File: config.mk
export PLATFORM = sky130hd
export DESIGN_NAME = multi_channel_input_debouncer
export DESIGN_NICKNAME = d
export VERILOG_FILES = /design/src/rtl/core/dbnc_pkg.sv /design/src/rtl/core/multi_channel_input_debouncer.sv /design/src/rtl/core/dbnc_cfg.sv /design/src/rtl/core/dbnc_state_ram.sv
export SDC_FILE = /design/constraint.sdc
export NUM_CORES = 1
export LEC_CHECK = 0
export BUFFER_PORTS_ARGS = -buffer_cell sky130_fd_sc_hd__buf_4
export CAP_MARGIN = 20
export CORE_ASPECT_RATIO = 0.8
export CORE_MARGIN = 2
export CORE_UTILIZATION = 53
export CTS_CLUSTER_DIAMETER = 30
export CTS_CLUSTER_SIZE = 16
export DETAILED_ROUTE_END_ITERATION = 8
export GPL_ROUTABILITY_DRIVEN = 0
export PLACE_DENSITY = 0.76
export SLEW_MARGIN = 20
export SYNTH_ARGS = -nofsm -noshare
export SYNTH_HDL_FRONTEND = slang
export SYNTH_SLANG_ARGS = --single-unit
File: constraint.sdc
create_clock -name i_clk -period 2.3 [get_ports i_clk]
set_input_delay 0.23 -clock i_clk [delete_from_list [all_inputs] [get_ports i_clk]]
set_output_delay 0.23 -clock i_clk [all_outputs]
set_load 0.005 [all_outputs]
File: src/rtl/core/dbnc_pkg.sv
package dbnc_pkg;

    localparam int CHANNELS   = 10;
    localparam int COUNT_BITS = 8;
    localparam int CH_W       = (CHANNELS > 1) ? $clog2(CHANNELS) : 1;

    localparam int CHAN_BITS  = 4;
    localparam int TIME_BITS  = 8;
    localparam int NUM_REGS   = 7;
    localparam int REG_W      = $clog2(NUM_REGS + 1);
    localparam int ADDR_W     = REG_W + 2;
    localparam int DATA_W     = 32;
    localparam int IN_W       = 8;
    localparam int OUT_W      = 8;

    localparam logic [TIME_BITS-1:0] TIME_RESET = TIME_BITS'(10);

    // register indexes
    localparam logic [REG_W-1:0] REG_POWER_BUTTON    = REG_W'(0);
    localparam logic [REG_W-1:0] REG_ADAPTER         = REG_W'(1);
    localparam logic [REG_W-1:0] REG_BATTERY         = REG_W'(2);
    localparam logic [REG_W-1:0] REG_RECOVERY_BUTTON = REG_W'(3);
    localparam logic [REG_W-1:0] REG_LAN_WAKE        = REG_W'(4);
    localparam logic [REG_W-1:0] REG_LID             = REG_W'(5);
    localparam logic [REG_W-1:0] REG_EXTERNAL        = REG_W'(6);

    typedef enum logic [1:0] {
        EDGE_NONE    = 2'd0,
        EDGE_PRESS   = 2'd1,
        EDGE_RELEASE = 2'd2
    } t_edge;

    typedef struct packed {
        logic                  stable;
        logic [COUNT_BITS-1:0] count;
    } t_entry;

    typedef struct packed {
        logic            en;
        logic [CH_W-1:0] addr;
        t_entry          data;
    } t_wr_req;

    function automatic logic chan_in_range(input logic [CHAN_BITS-1:0] ch);
        return ({1'b0, ch} < (CHAN_BITS + 1)'(CHANNELS));
    endfunction

endpackage

File: src/rtl/core/multi_channel_input_debouncer.sv
// channel   | direction | beat contents (low bit first)
// s_t*      | in        | tdata: channel[3:0], level[4], hold[5], zero[7:6]
// m_t*      | out       | tdata: source_channel[3:0], edge_res[5:4], stable[6], skipped[7]
// apb       | in/out    | seven 8-bit debounce times at byte address 4*index
//
// one beat per cycle sustained while m_tready holds; a taken beat is registered into the update
// stage as its channel entry is read from the state ram; the update stage then writes the entry
// back and loads the output register; a write to the same entry is bypassed into the read
// reset is synchronous; state entries read as zero until first written (valid bits)
// a stalled output holds the update stage, and s_tready drops once both are full
module multi_channel_input_debouncer (
    input  logic                             i_clk,
    input  logic                             i_rst_n,
    input  logic                             s_tvalid,
    output logic                             s_tready,
    // channel[3:0], level[4], hold[5], zero[7:6]
    input  logic [dbnc_pkg::IN_W-1:0]        s_tdata,
    output logic                             m_tvalid,
    input  logic                             m_tready,
    // source_channel[3:0], edge_res[5:4], stable[6], skipped[7]
    output logic [dbnc_pkg::OUT_W-1:0]       m_tdata,
    input  logic                             psel,
    input  logic                             penable,
    input  logic                             pwrite,
    input  logic [dbnc_pkg::ADDR_W-1:0]      paddr,
    input  logic [dbnc_pkg::DATA_W-1:0]      pwdata,
    output logic [dbnc_pkg::DATA_W-1:0]      prdata,
    output logic                             pready
);
    import dbnc_pkg::*;

    // update stage
    logic                  r_s1_vld;
    logic [CHAN_BITS-1:0]  r_s1_ch;
    logic                  r_s1_lvl;
    logic                  r_s1_hold;

    // output register
    logic                  r_out_vld;
    logic [CHAN_BITS-1:0]  r_out_ch;
    t_edge                 r_out_edge;
    logic                  r_out_stable;
    logic                  r_out_skipped;

    logic                  w_accept;
    logic                  w_s1_adv;
    logic [CHAN_BITS-1:0]  w_in_ch;
    logic                  w_in_range;
    t_entry                w_rd;
    t_wr_req               w_wr;
    logic [TIME_BITS-1:0]  w_time;
    logic                  w_s1_range;
    t_entry                n_entry;
    t_edge                 n_edge;
    logic                  n_stable;
    logic [COUNT_BITS-1:0] w_dec;

    dbnc_cfg u_cfg (
        .i_clk      (i_clk),
        .i_rst_n    (i_rst_n),
        .psel       (psel),
        .penable    (penable),
        .pwrite     (pwrite),
        .paddr      (paddr),
        .pwdata     (pwdata),
        .prdata     (prdata),
        .pready     (pready),
        .i_sel_chan (r_s1_ch),
        .o_sel_time (w_time)
    );

    // handshake: output register frees the update stage, which frees the input
    assign w_s1_adv = r_s1_vld && (!r_out_vld || m_tready);
    assign s_tready = !r_s1_vld || w_s1_adv;
    assign w_accept = s_tvalid && s_tready;

    assign w_in_ch    = s_tdata[CHAN_BITS-1:0];
    assign w_in_range = chan_in_range(w_in_ch);

    dbnc_state_ram u_ram (
        .i_clk     (i_clk),
        .i_rst_n   (i_rst_n),
        .i_rd_en   (w_accept && w_in_range),
        .i_rd_addr (w_in_ch[CH_W-1:0]),
        .o_rd_data (w_rd),
        .i_wr      (w_wr)
    );

    always_ff @(posedge i_clk) begin
        if (!i_rst_n) begin
            r_s1_vld <= 1'b0;
        end else if (s_tready) begin
            r_s1_vld <= s_tvalid;
        end
    end

    always_ff @(posedge i_clk) begin
        if (w_accept) begin
            r_s1_ch   <= w_in_ch;
            r_s1_lvl  <= s_tdata[CHAN_BITS];
            r_s1_hold <= s_tdata[CHAN_BITS+1];
        end
    end

    // per-channel debounce step on the entry read back from the ram
    assign w_s1_range = chan_in_range(r_s1_ch);
    assign w_dec      = w_rd.count - COUNT_BITS'(1);

    always_comb begin
        n_entry  = w_rd;
        n_edge   = EDGE_NONE;
        n_stable = w_s1_range ? w_rd.stable : 1'b0;
        if (w_s1_range && !r_s1_hold) begin
            if (r_s1_lvl == w_rd.stable) begin
                n_entry.count = '0;
            end else if (w_rd.count == '0) begin
                // load the debounce time, sized to the counter width
                n_entry.count = COUNT_BITS'(w_time);
            end else begin
                n_entry.count = w_dec;
                if (w_dec == '0) begin
                    n_entry.stable = r_s1_lvl;
                    n_stable       = r_s1_lvl;
                    n_edge         = r_s1_lvl ? EDGE_PRESS : EDGE_RELEASE;
                end
            end
        end
    end

    // write back only for a live, in-range, unheld sample
    always_comb begin
        w_wr.en   = w_s1_adv && w_s1_range && !r_s1_hold;
        w_wr.addr = r_s1_ch[CH_W-1:0];
        w_wr.data = n_entry;
    end

    always_ff @(posedge i_clk) begin
        if (!i_rst_n) begin
            r_out_vld <= 1'b0;
        end else if (w_s1_adv) begin
            r_out_vld <= 1'b1;
        end else if (m_tready) begin
            r_out_vld <= 1'b0;
        end
    end

    always_ff @(posedge i_clk) begin
        if (w_s1_adv) begin
            r_out_ch      <= r_s1_ch;
            r_out_edge    <= n_edge;
            r_out_stable  <= n_stable;
            r_out_skipped <= r_s1_hold;
        end
    end

    assign m_tvalid = r_out_vld;
    assign m_tdata  = {r_out_skipped, r_out_stable, r_out_edge, r_out_ch};

    // an edge always agrees with the level it reports
    a_edge_level: assert property (@(posedge i_clk) disable iff (!i_rst_n)
        r_out_vld && (r_out_edge != EDGE_NONE) |->
            (r_out_stable == (r_out_edge == EDGE_PRESS)))
        else $error("edge disagrees with stable level");

    // a held tick never reports an edge
    a_skip_no_edge: assert property (@(posedge i_clk) disable iff (!i_rst_n)
        r_out_vld && r_out_skipped |-> (r_out_edge == EDGE_NONE))
        else $error("edge on a skipped tick");

    // out-of-range channels read as inactive and never report
    a_range_quiet: assert property (@(posedge i_clk) disable iff (!i_rst_n)
        r_out_vld && !chan_in_range(r_out_ch) |->
            (!r_out_stable && (r_out_edge == EDGE_NONE)))
        else $error("out-of-range channel reported state");

    // a held output beat keeps the update stage from writing the ram
    a_stall_no_write: assert property (@(posedge i_clk) disable iff (!i_rst_n)
        r_out_vld && !m_tready |-> !w_wr.en)
        else $error("ram written while output stalled");

    // a ram write always comes from a beat held in the update stage
    a_write_source: assert property (@(posedge i_clk) disable iff (!i_rst_n)
        w_wr.en |-> r_s1_vld)
        else $error("ram written with no item in flight");

endmodule

File: src/rtl/core/dbnc_cfg.sv
module dbnc_cfg (
    input  logic                             i_clk,
    input  logic                             i_rst_n,
    input  logic                             psel,
    input  logic                             penable,
    input  logic                             pwrite,
    input  logic [dbnc_pkg::ADDR_W-1:0]      paddr,
    input  logic [dbnc_pkg::DATA_W-1:0]      pwdata,
    output logic [dbnc_pkg::DATA_W-1:0]      prdata,
    output logic                             pready,
    input  logic [dbnc_pkg::CHAN_BITS-1:0]   i_sel_chan,
    output logic [dbnc_pkg::TIME_BITS-1:0]   o_sel_time
);
    import dbnc_pkg::*;

    logic [TIME_BITS-1:0] r_time [NUM_REGS];
    logic [REG_W-1:0]     w_idx;
    logic [REG_W-1:0]     w_sel_idx;

    assign w_idx  = paddr[ADDR_W-1:2];
    assign pready = 1'b1;

    always_ff @(posedge i_clk) begin
        if (!i_rst_n) begin
            for (int i = 0; i < NUM_REGS; i++) begin
                r_time[i] <= TIME_RESET;
            end
        end else if (psel && penable && pwrite && pready) begin
            if (w_idx <= REG_EXTERNAL) begin
                r_time[w_idx] <= pwdata[TIME_BITS-1:0];
            end
        end
    end

    always_comb begin
        prdata = '0;
        if (w_idx <= REG_EXTERNAL) begin
            prdata = DATA_W'(r_time[w_idx]);
        end
    end

    // channels six and up share the external time
    always_comb begin
        if ({1'b0, i_sel_chan} < (CHAN_BITS + 1)'(REG_EXTERNAL)) begin
            w_sel_idx = REG_W'(i_sel_chan);
        end else begin
            w_sel_idx = REG_EXTERNAL;
        end
    end

    assign o_sel_time = r_time[w_sel_idx];

endmodule

File: src/rtl/core/dbnc_state_ram.sv
module dbnc_state_ram (
    input  logic                        i_clk,
    input  logic                        i_rst_n,
    input  logic                        i_rd_en,
    input  logic [dbnc_pkg::CH_W-1:0]   i_rd_addr,
    output dbnc_pkg::t_entry            o_rd_data,
    input  dbnc_pkg::t_wr_req           i_wr
);
    import dbnc_pkg::*;

    t_entry              r_mem [CHANNELS];
    logic [CHANNELS-1:0] r_vbits;
    t_entry              r_rd_data;

    always_ff @(posedge i_clk) begin
        if (i_wr.en) begin
            r_mem[i_wr.addr] <= i_wr.data;
        end
    end

    // entry never written reads as the reset value
    always_ff @(posedge i_clk) begin
        if (!i_rst_n) begin
            r_vbits <= '0;
        end else if (i_wr.en) begin
            r_vbits[i_wr.addr] <= 1'b1;
        end
    end

    // write-first bypass when the same entry is written on the read edge
    always_ff @(posedge i_clk) begin
        if (i_rd_en) begin
            if (i_wr.en && (i_wr.addr == i_rd_addr)) begin
                r_rd_data <= i_wr.data;
            end else if (r_vbits[i_rd_addr]) begin
                r_rd_data <= r_mem[i_rd_addr];
            end else begin
                r_rd_data <= '0;
            end
        end
    end

    assign o_rd_data = r_rd_data;

endmodule
# ---- Word level (Yosys, flattened, before mapping)
# Memories as Yosys holds them, arrays and structs flattened.
# Cells that the tools add are included.
dict set report word_totals {
  ff_bits 35
  mem_bits_rw 146
  inputBits 52
  out_inout_bits 43
  elab_cells 79
  memories 2
}
# memory depth width rd rd_ports_with_merged_regs write_ports line_no
set memory_table {}
lappend memory_table {u_ram.r_mem 10 9 1 0 1 dbnc_state_ram.sv:11} ;# t_entry r_mem [CHANNELS];
lappend memory_table {u_cfg.r_time 7 8 2 0 7 dbnc_cfg.sv:16} ;# logic [TIME_BITS-1:0] r_time [NUM_REGS];
dict set report op_classes {
  addsub 1
  order_cmp 7
  eq_ne 2
  muxes 32
  bitwise_logic 3
  n_reduce_logical 20
}
# op n
set ops {}
lappend ops {{$mux 8} 4}
lappend ops {{$mux 9} 3}
lappend ops {{$mux 1} 20}
lappend ops {{$logic_not 8->1} 2}
lappend ops {{$logic_and 1x1->1} 10}
lappend ops {{$lt 4x5->1 const B} 2}
lappend ops {{$or 10x10->10} 1}
lappend ops {{$lt 4x4->1 const B} 2}
lappend ops {{$reduce_or 8->1} 1}
lappend ops {{$sub 8x1->8 const B} 1}
lappend ops {{$mux 3} 2}
lappend ops {{$bmux 1 s4} 1}
lappend ops {{$demux 1 s4} 1}
lappend ops {{$eq 4x4->1} 1}
lappend ops {{$ge 4x1->1 const B} 1}
lappend ops {{$lt 4x3->1 const B} 1}
lappend ops {{$reduce_or 4->1} 1}
lappend ops {{$le 3x3->1 const B} 1}
lappend ops {{$logic_not 1->1} 3}
lappend ops {{$logic_or 1x1->1} 2}
lappend ops {{$mux 2} 1}
lappend ops {{$not 1->1} 2}
lappend ops {{$reduce_bool 2->1} 1}
lappend ops {{$eq 1x1->1} 1}

# ---- Depth between registers and ports, before layout
# Gate-level depths: netlist (run 1).
dict set report depth {
  word_depth 7
  depth_mapped 7
  ltp_nobuf 7
}

# ---- Cells and area by module
# Synthesis (run 1) repeated with hierarchy kept, for this count alone.
dict set report hier_totals {
  hier_cells 637
  area_unflattened_um2 8752.1
}
# mod instances cells_each area_each_um2 seq_area_each_um2
set by_module_without_submodules {}
lappend by_module_without_submodules {dbnc_state_ram 1 226 4316.6 3173.0}
lappend by_module_without_submodules {dbnc_cfg 1 317 3408.3 1601.5}
lappend by_module_without_submodules {multi_channel_input_debouncer 1 94 1027.2 460.4}

# ---- Worst setup path after synthesis (run 1)
# OpenSTA, ideal clock, no wires.
dict set report synth_timing {
  path_kind {reg-to-reg}
  start {register r_s1_ch[1]}
  end {memory u_ram.r_mem[4][0] (netlist bit), enable pin}
  setup_time_ns 0.389
  arrival_ns 1.959
  t_required_ns 1.911
  setup_slack_ns -0.048
  stages_incl_launch_ff 6
  n_path_buf 1
  synth_period_minus_slack_ns 2.348
  cell_sequence {edfxtp_1 -> buf_2 -> o21a_1 -> nor4b_4 -> nand3b_1 -> nor3_1}
}
dict set report synth_between {
  elab_chain_cells 5
}
# item line_no
set synth_rtl {}
lappend synth_rtl {{start, declared} multi_channel_input_debouncer.sv:34} ;# logic [CHAN_BITS-1:0] r_s1_ch;
lappend synth_rtl {{start signal, assigned} multi_channel_input_debouncer.sv:99} ;# r_s1_ch <= w_in_ch;
lappend synth_rtl {{$lt 4x4->1} dbnc_pkg.sv:45} ;# return ({1'b0, ch} < (CHAN_BITS + 1)'(CHANNELS));
lappend synth_rtl {{$logic_and 1x1->1 (2 in series)} multi_channel_input_debouncer.sv:132} ;# w_wr.en = w_s1_adv && w_s1_range && !r_s1_hold;
lappend synth_rtl {{$mux 1} dbnc_state_ram.sv:16} ;# if (i_wr.en) begin
lappend synth_rtl {{$mux 1 (not written as such)} dbnc_state_ram.sv:17} ;# r_mem[i_wr.addr] <= i_wr.data;
lappend synth_rtl {{end, declared} dbnc_state_ram.sv:11}
# Parallel ways exist; a longest one is shown, timed or not.

==> flow_summary.ini, run 1 <==
[global_routing]
antenna_found_initial = 0
grt_max_degree = 27
grt.total_usage = 0.249
first_global_vias = 5669
grt_pass1_wl_um = 31900
grt-ovfl-total = 0

[finish]
num_antenna_cells = 0
n_fill_cell = 1136
multi_input_area_um2 = 3110
nets = 793
seq_area_um2 = 5240
syn2layout_area_growth_pct = 19.1
mostFrequentLayoutCells = edfxtp_1, buf_4, nand2_1
drive_gt1_frac = 0.293
final_common_cell = edfxtp_1

[timing]
finalCritPeriodShare = 0.974
fin_crit_ns = 2.24
fmax_mhz = 446
worst_slew_pin_slew_ns = 0.587
fin_ws_ns = 0.0595
rsz0062_at_grt = yes
drv_slew = 0
setup_viol = 0
hold_viol = 0
max-slew-margin-rel = 0.608
finClkSkew_ns = 0.0127

[clock_network]
cts_buffers = 17
cts_tree = yes
clockBufferDepth = 2
cts_root_buf = clkbuf_16
cts_max_level = 4
cts.sinks = 181
clock_latency_ns = 0.44
clk_pin_slew_ns = 0.07

[status]
status = finished clean

[floorplan]
die_w_um = 146
core_um2 = 15800
die_y_um = 118
start_util = 0.544
ios = 95
fp-row-count = 41
die-area_um2 = 17300

[logic_synthesis]
synthSimpleGateAreaFrac = 0.102
muxShareOfSynthArea = 0.143
synth_edf_count = 161
ys_seq_area_frac = 0.609
yosys_most_used_dff = edfxtp_1
ys_types = 60
netlist_instances = 634
async_flop_share = 0
synth_warnings = 0
synth_compound_area_frac = 0.0839
synthAdderAreaFrac = 0.00291
netlist_area_um2 = 8590
ys_seq_elements = 181
synth_xor_area_frac = 0.00714
syn_avg_cell_area_um2 = 13.6
synth_top_family_by_area = multiplexers

[power]
ir_worst_vdd_mv = 0.549
p_leak_nw = 3.70
power_density_nw_per_um2 = 711
total_power_mw = 7.28

[route]
wl_per_cell_um = 21.5
drt-total-wl_um = 20800
viasPerCell = 5.99
detail_route.first_pass.iterations = 6
drt_iter0_markers = 559
post-route-drc-count = 0
vias = 5790
postRouteAntennaNets = 0

[setup_path]
setup.worst_path.start_class = flip-flop
regToRegStartpoint = u_ram.o_rd_data[0]
timing.critical_path.to_type = flip-flop
crit_fanout = 10
worstPathRequired_ns = 2.48
arrival_ns = 2.42
criticalPathCategory = reg2reg
startpoint = u_ram.o_rd_data[0]

[worst_hold_path]
min_from = s_tvalid
min_path_type = in2reg

[placed_design]
hpwl_um = 14500
io_buffers = 41
pre_cts_slack_ns = -0.0190

[flow_run]
timing.max_cap.violations = 0
-- sequential cells by signal, indices dropped and copies added (netlist names), 2 cells and up --
register         flops
u_ram.r_vbits       10
u_ram.r_mem         90
u_cfg.r_time        56
r_out_edge           2
r_s1_ch              4
r_out_ch             4
u_ram.o_rd_data      9
-- cells in the mapped netlist, types with 5 or more instances --
master    number  area, µm²
buf_1          5       18.8
nand3_1        8       40.0
mux2i_1       35        350
a211oi_1       9       67.6
clkbuf_1      13       48.8
nand2_1       54        203
nor3_1         5       25.0
inv_1         15       56.3
nand4_1        5       31.3
mux4_1         6        158
xor2_1         5       43.8
nor2_1        43        161
buf_2         12       60.1
a311oi_1       6       52.6
buf_4         27        203
edfxtp_1     161       4830
o21a_1        12       90.1
dfxtp_1       20        400
nand2b_1       7       43.8
mux4_2        22        495
a21oi_1       12       60.1
nor2b_1       22        138
and2_1        10       62.6
o21ai_0       37        185
mux2_2        20        225
-- cells by family after synthesis --
group | count (synthesis)
AOI/OAI and AO/OA | 108
xor gates and xnor gates | 7
adders and majority gates | 2
buffers and inverters | 76
DFF | 181
muxes | 83
other | 2
and+or+nand+nor | 175
-- timing repair --
| item | in CTS | in global routing |
|---|---|---|
| endpoints found under the hold margin | 2 | 0 |
| endpoints found under the setup margin | 20 | 114 |
| hold buffers | 2 | 0 |
| gates resized for setup | 2 | 29 |
| buffers inserted | 0 | 9 |
| pin swaps | 0 | 6 |
-- worst paths after layout --
| path | cells past startpoint | end | slack, ns |
|---|---|---|---|
| min reg2reg | 1 | u_ram.r_vbits[6] | 0.47 |
| max reg2reg | 7 | u_ram.r_mem[6][7] | 0.06 |
| min | 3 | r_s1_vld | 0.04 |
| max | 7 | u_ram.r_mem[6][7] | 0.06 |
-- power by group --
part | internal (mW) | switching [mW]
clock | 1.62 | 1.25
sequential | 3.67 | 0.0598
combinational | 0.310 | 0.376
total | 5.60 | 1.68
-- through the flow --
stage | TNS, ns | std cells | utilization | hold WS (ns) | area [µm²]
global placement | 0 | 924 | 0.599 | 0.410 | 9470
detailed placement | -0.187 | 924 | 0.599 | 0.409 | 9470
finish | 0 | 967 | 0.648 | 0.0407 | 10200
CTS | 0 | 958 | 0.637 | 0.0204 | 10100
global route | -0.523 | 967 | 0.648 | 0.0471 | 10200
floorplan | 0 | 657 | - | 0.329 | 8690
-- critical path, cell delays in order, from the launching register on --
cell	delay, ns
edfxtp_1	0.39
buf_4	0.14
buf_4	0.15
or4_4	0.58
o41ai_2	0.25
a21boi_2	0.11
o21bai_1	0.18
buf_4	0.18
-- metal layers --
layer  vias to the layer above  routed length, µm  GRT usage
met5                         -                  0          0
li1                       2561                  -          -
met4                         0                559      0.106
met1                      2834               8270      0.335
met3                        50               1930     0.0589
met2                       345              10100      0.394
-- cell type report --
cell class	count	share of cell area
Clock buffer	19	0.0423
Clock inverter	13	0.0142
Inverter	15	0.00550
Multi-Input combinational cell	400	0.304
Sequential cell	181	0.511
Tap cell	215	0.0263
Timing Repair Buffer	124	0.0966
Note: power is estimated with default switching activity, not from simulation.
==> run 2, diff against run 1 <==
Settings changed: BUFFER_PORTS_ARGS -buffer_cell sky130_fd_sc_hd__buf_4 to -buffer_cell sky130_fd_sc_hd__buf_2.
==> flow_summary.ini, run 2 (synthesized netlist as in run 1, its figures left out) <==
[route]
postRouteAntennaNets = 0
drt-total-wl_um = 20500
viasPerCell = 6.01
wl_per_cell_um = 21.4
drt_iter0_markers = 746
detail_route.first_pass.iterations = 5
post-route-drc-count = 0
vias = 5773

[setup_path]
setup.worst_path.start_class = flip-flop
slowest_stage = edfxtp_1
arrival_ns = 2.40
cp_slowest_stage_delay_ns = 0.42
timing.critical_path.to_type = flip-flop
criticalPathCategory = reg2reg
cp_cell_sequence = inv_1 -> ha_1 -> buf_4 -> o21bai_1 -> o21ai_0 -> mux2_2 -> nand3_1 -> mux2_4
crit_fanout = 10
worst-path-buf-inv = 2
worstPathRequired_ns = 2.46
cp_top_family = multiplexers

[timing]
fmax_mhz = 446
finalCritPeriodShare = 0.974
drv_slew = 0
setup_viol = 0
max-slew-margin-rel = 0.618
worst_slew_pin_slew_ns = 0.574
hold_viol = 0
whs_ns = 0.0674
fin_crit_ns = 2.24
finClkSkew_ns = 0.00892

[global_routing]
antenna_found_initial = 0
first_global_vias = 5568
grt-ovfl-total = 0
grt.total_usage = 0.242
grt_pass1_wl_um = 31500
grt_max_degree = 27

[finish]
drive_gt1_frac = 0.277
largest_reg_flops = 90
nets = 786
final_area_um2 = 9970
top_regs = u_ram.r_mem: 90 flops, u_cfg.r_time: 56 flops, u_ram.r_vbits: 10 flops
num_antenna_cells = 0
mostFrequentLayoutCells = edfxtp_1, buf_4, nand2_1
largest_register = u_ram.r_mem
final_common_cell = edfxtp_1
syn2layout_area_growth_pct = 16.1

[placed_design]
hpwl_um = 14300
io_buffers = 41
dpl_cell_area_um2 = 9330

[clock_network]
cts_tree = yes
clk_pin_slew_ns = 0.07
cts_buffers = 17
cts.sinks = 181
clock_latency_ns = 0.43
cts_root_buf = clkbuf_16
cts_max_level = 4
clockBufferDepth = 2

[floorplan]
fp-row-count = 41
core_um2 = 15800
die-area_um2 = 17300
die_w_um = 146
die_y_um = 118
ios = 95
start_util = 0.544

[power]
power_density_nw_per_um2 = 707
ir_worst_vdd_mv = 0.563
p_leak_nw = 3.60

[flow_run]
timing.max_cap.violations = 0

[status]
status = finished clean

[worst_hold_path]
min_path_type = in2reg
-- run 2: cell count changes in the layout (fill, tap and decap cells not counted), sizes merged --
cell      delta
clkinv       +3
bufinv       -2
clkbuf       -2
buf          -7
clkinvlp     +1
-- run 2: where the power goes --
| group | leakage [nW] | switching, mW | internal, mW |
|---|---|---|---|
| clock network | 0.268 | 1.26 | 1.41 |
| registers | 1.66 | 0.0593 | 3.67 |
| logic | 1.67 | 0.376 | 0.278 |
-- run 2: path summary, 6_finish.rpt --
path                            depth (start not counted)  slack, ns           endpoint          startpoint
worst max-delay path                                    8       0.06  u_ram.r_mem[6][8]  u_ram.o_rd_data[0]
worst min register to register                          1       0.47   u_ram.r_vbits[3]    u_ram.r_vbits[3]
worst max register to register                          8       0.06  u_ram.r_mem[6][8]  u_ram.o_rd_data[0]
worst min-delay path                                    3       0.07           r_s1_vld            s_tvalid
-- run 2: stage by stage --
step	std cells	worst slack [ns]	power (mW)	setup TNS, ns	util
after floorplan	657	0.00183	4.20	0	-
after CTS	955	0.0287	7.05	0	0.627
after global placement	921	0.0427	4.40	0	0.591
after detailed placement	921	-0.0361	4.42	-0.470	0.591
after global routing	960	-0.0451	7.25	-0.467	0.631
final	960	0.0600	7.05	0	0.631
-- run 2: timing repair --
item / 4_1_cts / 5_1_grt
resized for setup: 3 / 12
cloned: 0 / 1
pin swaps: 0 / 1
buffers inserted: 0 / 4
setup endpoints to repair: 21 / 77
hold endpoints to repair: 2 / 0
hold buffers: 2 / 0
-- run 2: routing by layer --
metal / up-vias / track usage / share of wire
met3: 34 / 0.0562 / 0.092
li1: 2562 / - / -
met1: 2843 / 0.338 / 0.42
met5: - / 0 / 0
met4: 0 / 0.0795 / 0.022
met2: 334 / 0.380 / 0.47
-- run 2: area by class of cell --
type,count,area [µm²]
fill,1184,5830
sequential,181,5240
multi-input combinational,400,3060
timing repair buffer,117,807
clock buffer,17,425
tap,215,269
clock inverter,15,121
inverter,15,56.3
-- run 2: worst reg2reg max path, cell delays in order (launching register included) --
cell and delay [ns]:
edfxtp_1 0.42, inv_1 0.12, ha_1 0.18, buf_4 0.15
o21bai_1 0.13, o21ai_0 0.10, mux2_2 0.31, nand3_1 0.20
mux2_4 0.37
==> run 3, diff against run 2 <==
Settings changed: GPL_ROUTABILITY_DRIVEN 0 to not set, REMOVE_ABC_BUFFERS set to 1.
==> flow_summary.ini, run 3 (synthesized netlist as in run 1, its figures left out) <==
[floorplan]
die_y_um = 118
die-area_um2 = 17300
die_w_um = 146
fp-row-count = 41
start_util = 0.544
ios = 95
core_um2 = 15800

[finish]
largest_reg_flops = 90
final_common_cell = edfxtp_1
nets = 786
utilization = 0.633
largest_register = u_ram.r_mem
top_regs = u_ram.r_mem: 90 flops, u_cfg.r_time: 56 flops, u_ram.r_vbits: 10 flops
num_antenna_cells = 0
syn2layout_area_growth_pct = 16.4
mostFrequentLayoutCells = edfxtp_1, buf_4, nand2_1
drive_gt1_frac = 0.274

[setup_path]
slowest_stage = nor4b_4
cp_slowest_stage_delay_ns = 0.44
regToRegStartpoint = r_s1_ch[3]
cpMostUsedCell = buf_4
cp_cell_sequence = buf_4 -> o21a_1 -> nor4b_4 -> nand3b_1 -> buf_4 -> nor2_1 -> buf_4
criticalPathCategory = reg2reg
crit_fanout = 10
setup.worst_path.start_class = flip-flop
startpoint = r_s1_ch[3]
worstPathRequired_ns = 2.44
arrival_ns = 2.46
timing.critical_path.to_type = flip-flop
worst-path-buf-inv = 3
cp_top_family = simple AND/OR/NAND/NOR gates

[timing]
worst_slew_pin_slew_ns = 0.675
setup_viol = 9
fin_ws_ns = -0.0215
finalCritPeriodShare = 1.01
drv_slew = 0
fin_crit_ns = 2.32
max-slew-margin-rel = 0.550
fmax_mhz = 431
finClkSkew_ns = 0.00814
hold_viol = 0

[worst_hold_path]
min_from = pwdata[1]
min_path_type = in2reg

[clock_network]
cts_tree = yes
clockBufferDepth = 2
cts_max_level = 4
cts_buffers = 17
clock_latency_ns = 0.44
cts.sinks = 181
cts_root_buf = clkbuf_16
clk_pin_slew_ns = 0.08

[global_routing]
grt_max_degree = 27
grt_pass1_wl_um = 31500
grt-ovfl-total = 0
grt.total_usage = 0.244
first_global_vias = 5498
antenna_found_initial = 0

[power]
power_density_nw_per_um2 = 720
ir_worst_vdd_mv = 0.438
total_power_mw = 7.20
p_leak_nw = 3.61

[placed_design]
io_buffers = 41
hpwl_um = 14000
place_congestion = 0.901

[flow_run]
timing.max_cap.violations = 0

[route]
drt-total-wl_um = 20700
wl_per_cell_um = 21.5
post-route-drc-count = 0
viasPerCell = 6.07
drt_iter0_markers = 649
postRouteAntennaNets = 0
vias = 5826
detail_route.first_pass.iterations = 6

[status]
violations = negative setup slack
status = finished, violations left
-- run 3: worst min-delay path, cell delays in order --
cell and delay (ns):
buf_2 0.12, mux2i_1 0.07, nand2_1 0.05
-- run 3: path summary, 6_finish.rpt --
check                            end  slack (ns)  cells past startpoint
hold reg to reg     u_ram.r_vbits[5]        0.47                      1
setup / recovery   u_ram.r_mem[5][2]       -0.02                      7
setup reg to reg   u_ram.r_mem[5][2]       -0.02                      7
hold / removal    u_cfg.r_time[6][1]        0.06                      3
-- run 3: power breakdown --
group,switching [mW],internal [mW],total [mW]
clock,1.33,1.49,2.82
sequential,0.0512,3.67,3.72
combinational,0.379,0.278,0.657
total,1.76,5.44,7.20
-- run 3: per-layer routing --
layer,vias to the layer above,GRT usage,share of wire
li1,2562,-,-
met1,2889,0.353,0.43
met2,339,0.371,0.46
met3,36,0.0407,0.090
met4,0,0.0983,0.017
met5,-,0,0
-- run 3: area by class of cell --
cell class / instances / area (µm²)
fill: 1137 / 5800
sequential: 181 / 5240
multi-input combinational: 400 / 3070
timing repair buffer: 117 / 806
clock buffer: 21 / 462
tap: 215 / 269
clock inverter: 11 / 103
inverter: 15 / 56.3
-- run 3: stage by stage --
step | cell area (µm²) | setup TNS (ns) | hold WS [ns] | cells | worst slack [ns]
after global placement | 9260 | 0 | 0.411 | 913 | 0.0661
after floorplan | 8300 | -10.94 | 0.292 | 596 | -0.251
after CTS | 9850 | 0 | 0.0362 | 947 | 0.00151
after global routing | 10000 | -1.66 | 0.0626 | 960 | -0.0894
after detailed placement | 9260 | -0.0724 | 0.417 | 913 | -0.00756
final | 10000 | -0.182 | 0.0555 | 960 | -0.0215
-- run 3: timing repair --
item                                    4_1_cts  5_1_grt
endpoints found under the setup margin       24       84
setup buffers                                 0       11
hold buffers                                  2        0
resized for setup                             2       21
pin swaps                                     0        1
cloned                                        0        2
endpoints found under the hold margin         2        0
